==> config.mk <==
export PLATFORM = sky130hd
export DESIGN_NAME = dab_msc_data_group_parser
export DESIGN_NICKNAME = d
export VERILOG_FILES = /design/src/design/dmdg_pkg.sv /design/src/design/dmdg_core.sv /design/src/design/dmdg_out_buf.sv /design/src/design/dab_msc_data_group_parser.sv
export SDC_FILE = /design/constraint.sdc
export NUM_CORES = 1
export LEC_CHECK = 0
export BUFFER_PORTS_ARGS = -buffer_cell sky130_fd_sc_hd__buf_2
export CORE_ASPECT_RATIO = 1.1
export CORE_MARGIN = 2
export CORE_UTILIZATION = 35
export CTS_BUF_LIST = sky130_fd_sc_hd__clkbuf_4 sky130_fd_sc_hd__clkbuf_8
export DETAILED_ROUTE_END_ITERATION = 10
export PLACE_DENSITY_LB_ADDON = 0.1
export SKIP_LAST_GASP = 1
export SLEW_MARGIN = 25
export SYNTH_ARGS = -nofsm -noshare
export SYNTH_HDL_FRONTEND = slang
export SYNTH_SLANG_ARGS = --single-unit
==> constraint.sdc <==
create_clock -name clk -period 9.07 [get_ports clk]
set_input_delay 0.907 -clock clk [delete_from_list [all_inputs] [get_ports clk]]
set_output_delay 0.907 -clock clk [all_outputs]
set_load 0.05 [all_outputs]
==> src/design/dmdg_pkg.sv <==
`default_nettype none

package dmdg_pkg;

    localparam logic [15:0] CRC_INIT = 16'hFFFF;
    localparam logic [15:0] CRC_POLY = 16'h1021;

    localparam int FL_EXT = 4;
    localparam int FL_CRC = 3;
    localparam int FL_SEG = 2;
    localparam int FL_UA  = 1;
    localparam int FL_TID = 0;

    typedef enum logic [3:0] {
        PH_B0     = 4'd0,
        PH_B1     = 4'd1,
        PH_EXT_HI = 4'd2,
        PH_EXT_LO = 4'd3,
        PH_SEG_HI = 4'd4,
        PH_SEG_LO = 4'd5,
        PH_UA     = 4'd6,
        PH_TID_HI = 4'd7,
        PH_TID_LO = 4'd8,
        PH_ADDR   = 4'd9,
        PH_DATA   = 4'd10
    } phase_t;

    typedef enum logic [1:0] {
        STATUS_OK      = 2'd0,
        STATUS_CRC_ERR = 2'd1,
        STATUS_TRUNC   = 2'd2
    } status_t;

    typedef struct packed {
        logic [3:0]  group_type;
        logic [3:0]  continuity_index;
        logic [3:0]  repetition_index;
        logic [15:0] extension_value;
        logic [14:0] segment_number;
        logic        last_segment;
        logic [15:0] transport_ident;
    } hdr_t;

    typedef struct packed {
        logic [7:0] data_byte;
        logic       data_byte_valid;
        logic       group_end;
        status_t    status;
        hdr_t       hdr;
        logic       transport_ident_present;
    } res_t;

    function automatic logic [15:0] crc16_byte(input logic [15:0] crc, input logic [7:0] b);
        logic [15:0] c;
        logic        fb;
        c = crc;
        for (int i = 7; i >= 0; i--)
        begin
            fb = b[i] ^ c[15];
            c  = {c[14:0], 1'b0};
            if (fb)
            begin
                c = c ^ CRC_POLY;
            end
        end
        return c;
    endfunction

endpackage

`default_nettype wire

==> src/design/dmdg_core.sv <==
`default_nettype none

module dmdg_core (
    input  wire                logic clk,
    input  wire                logic rst_n,
    input  wire                logic accept,
    input  wire                logic [7:0] in_byte,
    input  wire                logic in_last,
    output logic               res_valid,
    output dmdg_pkg::res_t     res
);

    dmdg_pkg::phase_t phase_reg, phase_next;
    logic [15:0]      crc_reg, crc_next;
    logic [7:0]       held0_reg, held0_next;
    logic [7:0]       held1_reg, held1_next;
    logic             hd0_reg, hd0_next;
    logic             hd1_reg, hd1_next;
    logic [1:0]       hold_reg, hold_next;
    logic [4:0]       flags_reg, flags_next;
    logic [3:0]       addr_reg, addr_next;
    dmdg_pkg::hdr_t   hdr_reg, hdr_next;
    logic [1:0]       seen_reg, seen_next;

    dmdg_pkg::phase_t ph_p;
    logic [4:0]       fl_p;
    logic [3:0]       ad_p;
    logic [3:0]       ad_dec;
    dmdg_pkg::hdr_t   hd_p;
    logic             is_data;
    logic             crc_on;
    logic             emit;
    logic [7:0]       emit_byte;
    logic [15:0]      crc_s;
    logic [7:0]       h0_s, h1_s;
    logic             d0_s, d1_s;
    logic [1:0]       hc_s;
    logic [1:0]       seen_p;

    // header parse
    always_comb
    begin
        ph_p   = phase_reg;
        fl_p   = flags_reg;
        ad_p   = addr_reg;
        hd_p   = hdr_reg;
        ad_dec = (addr_reg != 4'd0) ? addr_reg - 4'd1 : 4'd0;
        unique case (phase_reg)
            dmdg_pkg::PH_B0:
            begin
                fl_p = {in_byte[7], in_byte[6], in_byte[5], in_byte[4], 1'b0};
                hd_p.group_type = in_byte[3:0];
                ph_p = dmdg_pkg::PH_B1;
            end
            dmdg_pkg::PH_B1:
            begin
                hd_p.continuity_index = in_byte[7:4];
                hd_p.repetition_index = in_byte[3:0];
                if (flags_reg[dmdg_pkg::FL_EXT])
                    ph_p = dmdg_pkg::PH_EXT_HI;
                else if (flags_reg[dmdg_pkg::FL_SEG])
                    ph_p = dmdg_pkg::PH_SEG_HI;
                else if (flags_reg[dmdg_pkg::FL_UA])
                    ph_p = dmdg_pkg::PH_UA;
                else
                    ph_p = dmdg_pkg::PH_DATA;
            end
            dmdg_pkg::PH_EXT_HI:
            begin
                hd_p.extension_value = {in_byte, 8'd0};
                ph_p = dmdg_pkg::PH_EXT_LO;
            end
            dmdg_pkg::PH_EXT_LO:
            begin
                hd_p.extension_value = {hdr_reg.extension_value[15:8], in_byte};
                if (flags_reg[dmdg_pkg::FL_SEG])
                    ph_p = dmdg_pkg::PH_SEG_HI;
                else if (flags_reg[dmdg_pkg::FL_UA])
                    ph_p = dmdg_pkg::PH_UA;
                else
                    ph_p = dmdg_pkg::PH_DATA;
            end
            dmdg_pkg::PH_SEG_HI:
            begin
                hd_p.last_segment   = in_byte[7];
                hd_p.segment_number = {in_byte[6:0], 8'd0};
                ph_p = dmdg_pkg::PH_SEG_LO;
            end
            dmdg_pkg::PH_SEG_LO:
            begin
                hd_p.segment_number = {hdr_reg.segment_number[14:8], in_byte};
                ph_p = flags_reg[dmdg_pkg::FL_UA] ? dmdg_pkg::PH_UA : dmdg_pkg::PH_DATA;
            end
            dmdg_pkg::PH_UA:
            begin
                if (in_byte[4])
                begin
                    fl_p[dmdg_pkg::FL_TID] = 1'b1;
                    ad_p = (in_byte[3:0] >= 4'd2) ? in_byte[3:0] - 4'd2 : 4'd0;
                    ph_p = dmdg_pkg::PH_TID_HI;
                end
                else
                begin
                    ad_p = in_byte[3:0];
                    ph_p = (in_byte[3:0] != 4'd0) ? dmdg_pkg::PH_ADDR : dmdg_pkg::PH_DATA;
                end
            end
            dmdg_pkg::PH_TID_HI:
            begin
                hd_p.transport_ident = {in_byte, 8'd0};
                ph_p = dmdg_pkg::PH_TID_LO;
            end
            dmdg_pkg::PH_TID_LO:
            begin
                hd_p.transport_ident = {hdr_reg.transport_ident[15:8], in_byte};
                ph_p = (addr_reg != 4'd0) ? dmdg_pkg::PH_ADDR : dmdg_pkg::PH_DATA;
            end
            dmdg_pkg::PH_ADDR:
            begin
                ad_p = ad_dec;
                if (ad_dec == 4'd0)
                    ph_p = dmdg_pkg::PH_DATA;
            end
            default:
            begin
                ph_p = dmdg_pkg::PH_DATA;
            end
        endcase
    end

    // crc window, emit and result
    always_comb
    begin
        is_data   = (phase_reg == dmdg_pkg::PH_DATA);
        seen_p    = (is_data && seen_reg != 2'd2) ? seen_reg + 2'd1 : seen_reg;
        crc_on    = fl_p[dmdg_pkg::FL_CRC];
        emit      = 1'b0;
        emit_byte = 8'd0;
        crc_s     = crc_reg;
        h0_s      = held0_reg;
        h1_s      = held1_reg;
        d0_s      = hd0_reg;
        d1_s      = hd1_reg;
        hc_s      = hold_reg;
        if (hold_reg == 2'd2)
        begin
            crc_s = dmdg_pkg::crc16_byte(crc_reg, held0_reg);
            if (hd0_reg && crc_on)
            begin
                emit      = 1'b1;
                emit_byte = held0_reg;
            end
            h0_s = held1_reg;
            d0_s = hd1_reg;
            hc_s = 2'd1;
        end
        if (is_data && !crc_on)
        begin
            emit      = 1'b1;
            emit_byte = in_byte;
        end

        res_valid                   = accept && (emit || in_last);
        res                         = '0;
        res.data_byte               = emit ? emit_byte : 8'd0;
        res.data_byte_valid         = emit;
        res.status                  = dmdg_pkg::STATUS_OK;
        if (in_last)
        begin
            res.group_end = 1'b1;
            res.hdr       = hd_p;
            res.transport_ident_present = fl_p[dmdg_pkg::FL_TID];
            if (ph_p != dmdg_pkg::PH_DATA || (crc_on && seen_p != 2'd2))
                res.status = dmdg_pkg::STATUS_TRUNC;
            else if (crc_on && crc_s != ~{h0_s, in_byte})
                res.status = dmdg_pkg::STATUS_CRC_ERR;
        end
    end

    // next register values
    always_comb
    begin
        phase_next = phase_reg;
        crc_next   = crc_reg;
        held0_next = held0_reg;
        held1_next = held1_reg;
        hd0_next   = hd0_reg;
        hd1_next   = hd1_reg;
        hold_next  = hold_reg;
        flags_next = flags_reg;
        addr_next  = addr_reg;
        hdr_next   = hdr_reg;
        seen_next  = seen_reg;
        if (accept)
        begin
            if (in_last)
            begin
                phase_next = dmdg_pkg::PH_B0;
                crc_next   = dmdg_pkg::CRC_INIT;
                held0_next = 8'd0;
                held1_next = 8'd0;
                hd0_next   = 1'b0;
                hd1_next   = 1'b0;
                hold_next  = 2'd0;
                flags_next = 5'd0;
                addr_next  = 4'd0;
                hdr_next   = '0;
                seen_next  = 2'd0;
            end
            else
            begin
                phase_next = ph_p;
                crc_next   = crc_s;
                flags_next = fl_p;
                addr_next  = ad_p;
                hdr_next   = hd_p;
                seen_next  = seen_p;
                held0_next = h0_s;
                held1_next = h1_s;
                hd0_next   = d0_s;
                hd1_next   = d1_s;
                if (hc_s == 2'd0)
                begin
                    held0_next = in_byte;
                    hd0_next   = is_data;
                end
                else
                begin
                    held1_next = in_byte;
                    hd1_next   = is_data;
                end
                hold_next = hc_s + 2'd1;
            end
        end
    end

    always_ff @(posedge clk or negedge rst_n)
    begin
        if (!rst_n)
        begin
            phase_reg <= dmdg_pkg::PH_B0;
            crc_reg   <= dmdg_pkg::CRC_INIT;
            held0_reg <= 8'd0;
            held1_reg <= 8'd0;
            hd0_reg   <= 1'b0;
            hd1_reg   <= 1'b0;
            hold_reg  <= 2'd0;
            flags_reg <= 5'd0;
            addr_reg  <= 4'd0;
            hdr_reg   <= '0;
            seen_reg  <= 2'd0;
        end
        else
        begin
            phase_reg <= phase_next;
            crc_reg   <= crc_next;
            held0_reg <= held0_next;
            held1_reg <= held1_next;
            hd0_reg   <= hd0_next;
            hd1_reg   <= hd1_next;
            hold_reg  <= hold_next;
            flags_reg <= flags_next;
            addr_reg  <= addr_next;
            hdr_reg   <= hdr_next;
            seen_reg  <= seen_next;
        end
    end

endmodule

`default_nettype wire

==> src/design/dmdg_out_buf.sv <==
`default_nettype none

module dmdg_out_buf (
    input  wire                logic clk,
    input  wire                logic rst_n,
    input  wire                logic push,
    input  wire dmdg_pkg::res_t push_data,
    input  wire                logic pop,
    output logic               not_full,
    output logic               out_valid,
    output dmdg_pkg::res_t     out_data
);

    dmdg_pkg::res_t entry_reg [2];
    logic           wr_reg, wr_next;
    logic           rd_reg, rd_next;
    logic [1:0]     count_reg, count_next;

    always_comb
    begin
        wr_next    = push ? ~wr_reg : wr_reg;
        rd_next    = pop ? ~rd_reg : rd_reg;
        count_next = count_reg + {1'b0, push} - {1'b0, pop};
        not_full   = (count_reg != 2'd2);
        out_valid  = (count_reg != 2'd0);
        out_data   = entry_reg[rd_reg];
    end

    always_ff @(posedge clk)
    begin
        if (push)
        begin
            entry_reg[wr_reg] <= push_data;
        end
    end

    always_ff @(posedge clk or negedge rst_n)
    begin
        if (!rst_n)
        begin
            wr_reg    <= 1'b0;
            rd_reg    <= 1'b0;
            count_reg <= 2'd0;
        end
        else
        begin
            wr_reg    <= wr_next;
            rd_reg    <= rd_next;
            count_reg <= count_next;
        end
    end

endmodule

`default_nettype wire

==> src/design/dab_msc_data_group_parser.sv <==
// channel   dir  tdata                                      tuser            tlast
// s_axis    in   [7:0] in_byte                              -                in_last
// m_axis    out  data_byte, status, header fields (71 bits) data_byte_valid  group_end
//
// one byte accepted per cycle while s_tready is high; the parse and crc update for a byte finish
// in the cycle it is accepted, and its result is written into a two-entry output buffer
// a result is offered on m_axis from the cycle after its byte is accepted,
// behind any result still waiting in the buffer
// s_tready drops only while both output buffer entries wait to be taken
// rst_n clears the parser to expect header byte 0 with the crc at its start value
`default_nettype none

module dab_msc_data_group_parser (
    input  wire  logic        clk,
    input  wire  logic        rst_n,
    input  wire  logic        s_tvalid,
    output logic              s_tready,
    input  wire  logic [7:0]  s_tdata,  // in_byte
    input  wire  logic        s_tlast,  // in_last
    output logic              m_tvalid,
    input  wire  logic        m_tready,
    output logic [71:0]       m_tdata,  // data_byte, status, group_type, continuity_index,
                                        // repetition_index, extension_value, segment_number,
                                        // last_segment, transport_ident,
                                        // transport_ident_present, zero pad
    output logic              m_tuser,  // data_byte_valid
    output logic              m_tlast   // group_end
);

    logic           accept;
    logic           res_valid;
    dmdg_pkg::res_t res;
    logic           not_full;
    dmdg_pkg::res_t out_data;

    assign s_tready = not_full;
    assign accept   = s_tvalid && not_full;

    dmdg_core u_core (
        .clk       (clk),
        .rst_n     (rst_n),
        .accept    (accept),
        .in_byte   (s_tdata),
        .in_last   (s_tlast),
        .res_valid (res_valid),
        .res       (res)
    );

    dmdg_out_buf u_out_buf (
        .clk       (clk),
        .rst_n     (rst_n),
        .push      (res_valid),
        .push_data (res),
        .pop       (m_tvalid && m_tready),
        .not_full  (not_full),
        .out_valid (m_tvalid),
        .out_data  (out_data)
    );

    assign m_tdata = {1'b0,
                      out_data.transport_ident_present,
                      out_data.hdr.transport_ident,
                      out_data.hdr.last_segment,
                      out_data.hdr.segment_number,
                      out_data.hdr.extension_value,
                      out_data.hdr.repetition_index,
                      out_data.hdr.continuity_index,
                      out_data.hdr.group_type,
                      out_data.status,
                      out_data.data_byte};
    assign m_tuser = out_data.data_byte_valid;
    assign m_tlast = out_data.group_end;

endmodule

`default_nettype wire

## Word-level counts from Yosys, hierarchy flattened

Memory sizes are Yosys's and may differ from the RTL's.
Index checks and enable logic that the tools add are counted.

- Add/subtract/negate cells: 6
- $lt $le $gt $ge: 1
- Eq/ne operators: 17
- Muxes and demuxes: 68
- Bitwise operators: 19
- Reductions and logical operators: 24

Operators with widths:

| cell | count |
|---|---|
| 2-to-1 mux 16 bit | 9 |
| 2-to-1 mux 13 bit | 8 |
| 2-to-1 mux 8 bit | 10 |
| 2-to-1 mux 64 bit | 1 |
| case mux 16 bit (2 select lines) | 2 |
| 2-to-1 mux 60 bit | 1 |
| 2-to-1 mux 4 bit | 12 |
| case mux 4 bit (10 select lines) | 1 |
| case mux 15 bit (2 select lines) | 1 |
| inverter 3 bit | 8 |
| equality test 4 x 3 -> 1 bit, second input constant | 4 |
| != test 16 bit | 1 |
| inverter 16 bit | 1 |
| 2-to-1 mux 2 bit | 7 |
| 2-to-1 mux 1 bit | 13 |
| equality test 4 bit, second input constant | 3 |
| equality test 4 x 2 -> 1 bit, second input constant | 2 |
| logical AND 1 bit | 8 |
| logical NOT 4 bit | 2 |
| != test 2 bit, second input constant | 4 |
| case mux 4 bit (2 select lines) | 1 |
| AND reduction 2 bit | 4 |
| nonzero test 4 bit | 2 |
| XOR 1 bit | 8 |
| other kinds (17) | 22 |

- Bits in registers: 115
- RAM bits: 146
- Memories kept: 1

Memory list:

| name | words | bits a word | read ports | clocked after memory_dff | wr ports | RTL line | RTL |
|---|---|---|---|---|---|---|---|
| u_out_buf.entry_reg | 2 | 73 | 1 | 0 | 1 | dmdg_out_buf.sv:14 | `dmdg_pkg::res_t entry_reg [2];` |

## Depth between registers and ports, before layout

- Depth after elaboration: 29
- Mapped depth: 10
- Mapped depth without buffers: 8

## By module

From an unflattened synthesis, not the netlist that was laid out.

- Cell total of the unflattened synthesis: 1099
- Area total of the unflattened synthesis: 13001.2 sq um

By module, submodules not included:

| module | instances | cells an instance | area an instance (sq um) | sequential area each (sq um) |
|---|---|---|---|---|
| dmdg_core | 1 | 853 | 7263.2 | 2797.7 |
| dmdg_out_buf | 1 | 242 | 5714.2 | 4484.3 |
| dab_msc_data_group_parser | 1 | 4 | 23.8 | 0.0 |

## Least setup slack after synthesis

Ideal clock, no wire load.

- Kind: register to register
- From: reg u_core.phase_reg[0]
- To: mem u_out_buf.entry_reg[0][0] in the netlist's numbering, enable pin
- Setup time: 0.594 ns
- Arrival: 6.616 ns
- Data required time: 8.476 ns
- Path slack: 1.860 ns
- Stages on the path, launching flop included: 7
- Path buffers: 1
- Clock period less this slack: 7.210 ns
- Cells stage by stage: dfrtp_1 or4_1 buf_2 mux2_4 nor2_4 nor3_4 nor3_1

- Longest elaborated chain between the ends: 10
- Elaborated cells between the ends (all ways): 13

Ends and longest elaborated chain:

| element | RTL line | RTL |
|---|---|---|
| start, declared | dmdg_core.sv:13 | `dmdg_pkg::phase_t phase_reg, phase_next;` |
| start signal, assigned | dmdg_core.sv:241 | `phase_reg <= dmdg_pkg::PH_B0;` |
| start signal, assigned | dmdg_core.sv:255 | `phase_reg <= phase_next;` |
| logical NOT 4 bit | dmdg_core.sv:48 | `unique case (phase_reg)` |
| 2-to-1 mux 4 bit | dmdg_core.sv:48 |  |
| logical AND 1 bit | dmdg_core.sv:148 | `if (hd0_reg && crc_on)` |
| 2-to-1 mux 1 bit | dmdg_core.sv:148 |  |
| 2-to-1 mux 1 bit | dmdg_core.sv:145 | `if (hold_reg == 2'd2)` |
| 2-to-1 mux 1 bit * | dmdg_core.sv:157 | `if (is_data && !crc_on)` |
| logical OR 1 bit * | dmdg_core.sv:163 | `res_valid = accept && (emit \|\| in_last);` |
| logical AND 1 bit * | dmdg_core.sv:163 |  |
| 2-to-1 mux 1 bit * | dmdg_out_buf.sv:31 | `if (push)` |
| 2-to-1 mux 1 bit (implied by the code) * | dmdg_out_buf.sv:33 | `entry_reg[wr_reg] <= push_data;` |
| end, declared | dmdg_out_buf.sv:14 |  |

Every way passes the cells marked *; elsewhere a longest branch is shown, timed or not. The select of a mux whose other input is x is not followed.

## Worst setup path after layout

- From: reg u_core.phase_reg[1]
- To: mem u_out_buf.entry_reg[1][43] in the netlist's numbering, enable pin

- Longest elaborated chain between the ends: 10
- Elaborated cells between the ends (all ways): 13

Ends and longest elaborated chain:

| element | RTL line | RTL |
|---|---|---|
| logical NOT 4 bit | dmdg_core.sv:48 |  |
| 2-to-1 mux 4 bit | dmdg_core.sv:48 |  |
| logical AND 1 bit | dmdg_core.sv:148 |  |
| 2-to-1 mux 1 bit | dmdg_core.sv:148 |  |
| 2-to-1 mux 1 bit | dmdg_core.sv:145 |  |
| 2-to-1 mux 1 bit * | dmdg_core.sv:157 |  |
| logical OR 1 bit * | dmdg_core.sv:163 |  |
| logical AND 1 bit * | dmdg_core.sv:163 |  |
| named net res_valid | dab_msc_data_group_parser.sv:31 | `logic res_valid;` |
| 2-to-1 mux 1 bit * | dmdg_out_buf.sv:31 |  |
| 2-to-1 mux 1 bit (implied by the code) * | dmdg_out_buf.sv:33 |  |

The timed path passes the listed nets; every way through them passes the cells marked *. The select of a mux whose other input is x is not followed.

==> results_dict.tcl <==
set metrics [dict create \
    status "finished, final reports clean" \
    io_pins 89 \
    gp_congestion 0.792 \
    cts_tree "built" \
    hold_viol_final 0 \
    cp_max_fo 55 \
    synthFlopType "edfxtp_1" \
    drv_cap 0 \
    track_usage_pct 17.9 \
    dp.final_hpwl_um 20200 \
    setup_viol 0 \
    rr_worst_depth 7 \
    critical_path_class "reg -> reg" \
    endpoint_kind "flop" \
    power_w 0.00558 \
    tns_ns 0 \
    root_buffer "clkbuf_8" \
    r2r_slack_ns 5.02 \
    final_nets 1213 \
    wl_per_cell_um 19.5 \
    clock_path_buffers 3 \
    cellPowerDensity_mw_per_mm2 384 \
    min_period_ns 4.05 \
    grt_setup_unrepaired "false" \
    fmax_mhz 247 \
    cts_hold_buf 0 \
    drt-initial-drc-count 660 \
    synth-seq-cells 261 \
    layout_commonest_cell "nand2_1" \
    chipHeight_um 204 \
    reg2reg_from "u_core.phase_reg[1]" \
    final_cell_mix "nand2_1, edfxtp_1, dfrtp_1" \
    layout-drive-gt1-share_pct 24.1 \
    initial_core_util_pct 35.3 \
    maxSlewViolCount 0 \
    synth_seq_area_share_pct 57.3 \
    yosysUniqueCellTypes 67 \
    grt-ovfl-total 0 \
    relSlewSlack_pct 36.6 \
    n_antenna_cell 0 \
    hold_path_class "in -> async" \
    largest_register_ffs 146 \
    post_cts_resize_count 0 \
    fillers 3562 \
    cp-start-kind "flop" \
    grt_pass1_wl_um 52100 \
    syn_nets 1153 \
    area_delta_synth_final_pct 14.2 \
    dr.pass1.iters 5 \
    clock_latency_ns 0.61 \
    crit_start "u_core.phase_reg[1]" \
    drc 0 \
    grt_pass1_vias 8809 \
    synthCells 1132 \
    antenna_found_initial 0 \
    finClkSkew_ns 0.0258 \
    cts_setup_buffers 0 \
    clk_pin_slew_ns 0.06 \
    synth-edff-count 146 \
    ant_nets 0 \
    irDropWorstVdd_mv 0.363 \
    core_area_mm2 0.0360 \
    die-width_um 186 \
    rows 73 \
    fin_crit_sh_pct 44.6 \
    crit_required_ns 9.28 \
    async_flop_share_pct 44.1 \
    p_leak_nw 5.59 \
    avgSynthCellArea_um2 11.2 \
    drt-total-wl_um 33500 \
    cts_made_buffers 46 \
    grt_max_degree 66 \
    clock-sinks 261 \
    htree_levels 2 \
    design.die.area_mm2 0.0379 \
    io_buffers 87 \
    vias 8893 \
    rr_endpoint "u_out_buf.entry_reg[1][43]" \
    synth_area_mm2 0.0127 \
    worst_pin_slew_ns 0.948 \
    yosys_warnings 0 \
    cp.arrival_ns 4.26 \
    avgViaCountPerCell 5.18 \
]
worst max-delay path, cell delays in order, from the launching register on:
cell	delay (ns)
dfrtp_1	0.62
or4_1	0.94
mux2_4	0.45
nor2_4	0.24
nor3_4	0.08
nor2_2	0.17
and2_4	0.39
buf_4	0.66
Yosys cell counts, types with 5 or more instances:
master / count / share of area [%]
edfxtp_1: 146 / 34
nand2b_1: 9 / 0.44
nor2_1: 69 / 2.0
xnor2_1: 26 / 1.8
o22ai_1: 15 / 0.74
buf_2: 5 / 0.20
mux2_2: 73 / 6.5
inv_1: 12 / 0.35
dfrtp_1: 99 / 19
a22oi_1: 65 / 3.8
a211oi_1: 6 / 0.35
nor3_1: 15 / 0.59
a22o_1: 19 / 1.3
a31oi_1: 10 / 0.49
o22a_1: 6 / 0.41
ha_1: 8 / 0.79
or2_2: 5 / 0.25
o21ai_0: 94 / 3.7
dfstp_2: 16 / 3.3
clkbuf_1: 74 / 2.2
buf_1: 8 / 0.24
xor2_1: 8 / 0.55
nand2_1: 164 / 4.8
and2_1: 5 / 0.25
a21boi_0: 32 / 1.9
xnor3_1: 5 / 0.89
mux2i_1: 14 / 1.1
a21oi_1: 62 / 2.4
how the worst max path moves through the flow:
stage	slack, ns	endpoint	depth (start not counted)
after floorplan	1.86	u_out_buf.entry_reg[0][0]	6
after global placement	5.11	u_out_buf.entry_reg[1][44]	7
after detailed placement	5.06	u_out_buf.entry_reg[1][44]	7
after CTS	5.03	u_out_buf.entry_reg[1][43]	7
after global routing	4.79	u_out_buf.entry_reg[1][43]	7
final	5.02	u_out_buf.entry_reg[1][43]	7
power breakdown:
group / switching [W] / total, W / leakage (nW) / internal [W]
Clock: 0.000491 / 0.00114 / 0.506 / 0.000654
Sequential: 0.000267 / 0.00194 / 2.80 / 0.00167
Combinational: 0.00157 / 0.00250 / 2.28 / 0.000927
routing by layer:
metal / part of all wire (%) / vias up / track usage (%)
met5: 0 / - / 0
met4: 2.5 / 0 / 6.69
met3: 4.2 / 59 / 3.12
met2: 49 / 177 / 29.3
met1: 45 / 4404 / 23.7
li1: - / 4253 / -
through the flow:
step                      cells  utilization [%]  setup WS, ns  cell area, um2  hold WS, ns
after floorplan            1132                -          1.86           12700        0.450
after global placement     1631             37.6          5.11           13500        0.462
after detailed placement   1631             37.6          5.06           13500        0.470
after CTS                  1716             40.3          5.03           14500        0.352
after global routing       1716             40.4          4.79           14500        0.414
final                      1716             40.4          5.02           14500        0.370
logic make-up after synthesis:
group	Yosys count	share of synthesized area, %
AO/OA/AOI/OAI	331	16.7
XOR/XNOR	45	4.17
adder cells (fa/ha/maj)	8	0.787
buffers and inverters	103	3.19
flip-flops	261	57.3
multiplexers	88	7.68
other	1	0.0295
AND/OR/NAND/NOR	295	10.2
cell type report:
class / instances / area (um2) / area share [%]
multi-input combinational: 768 / 5070 / 34.9
clock buffer: 69 / 806 / 5.55
inverter: 13 / 50.0 / 0.345
clock inverter: 16 / 155 / 1.07
tap: 487 / 609 / 4.19
sequential: 261 / 7290 / 50.2
timing repair buffer: 102 / 551 / 3.79
Power figures use the tool's default switching activity.
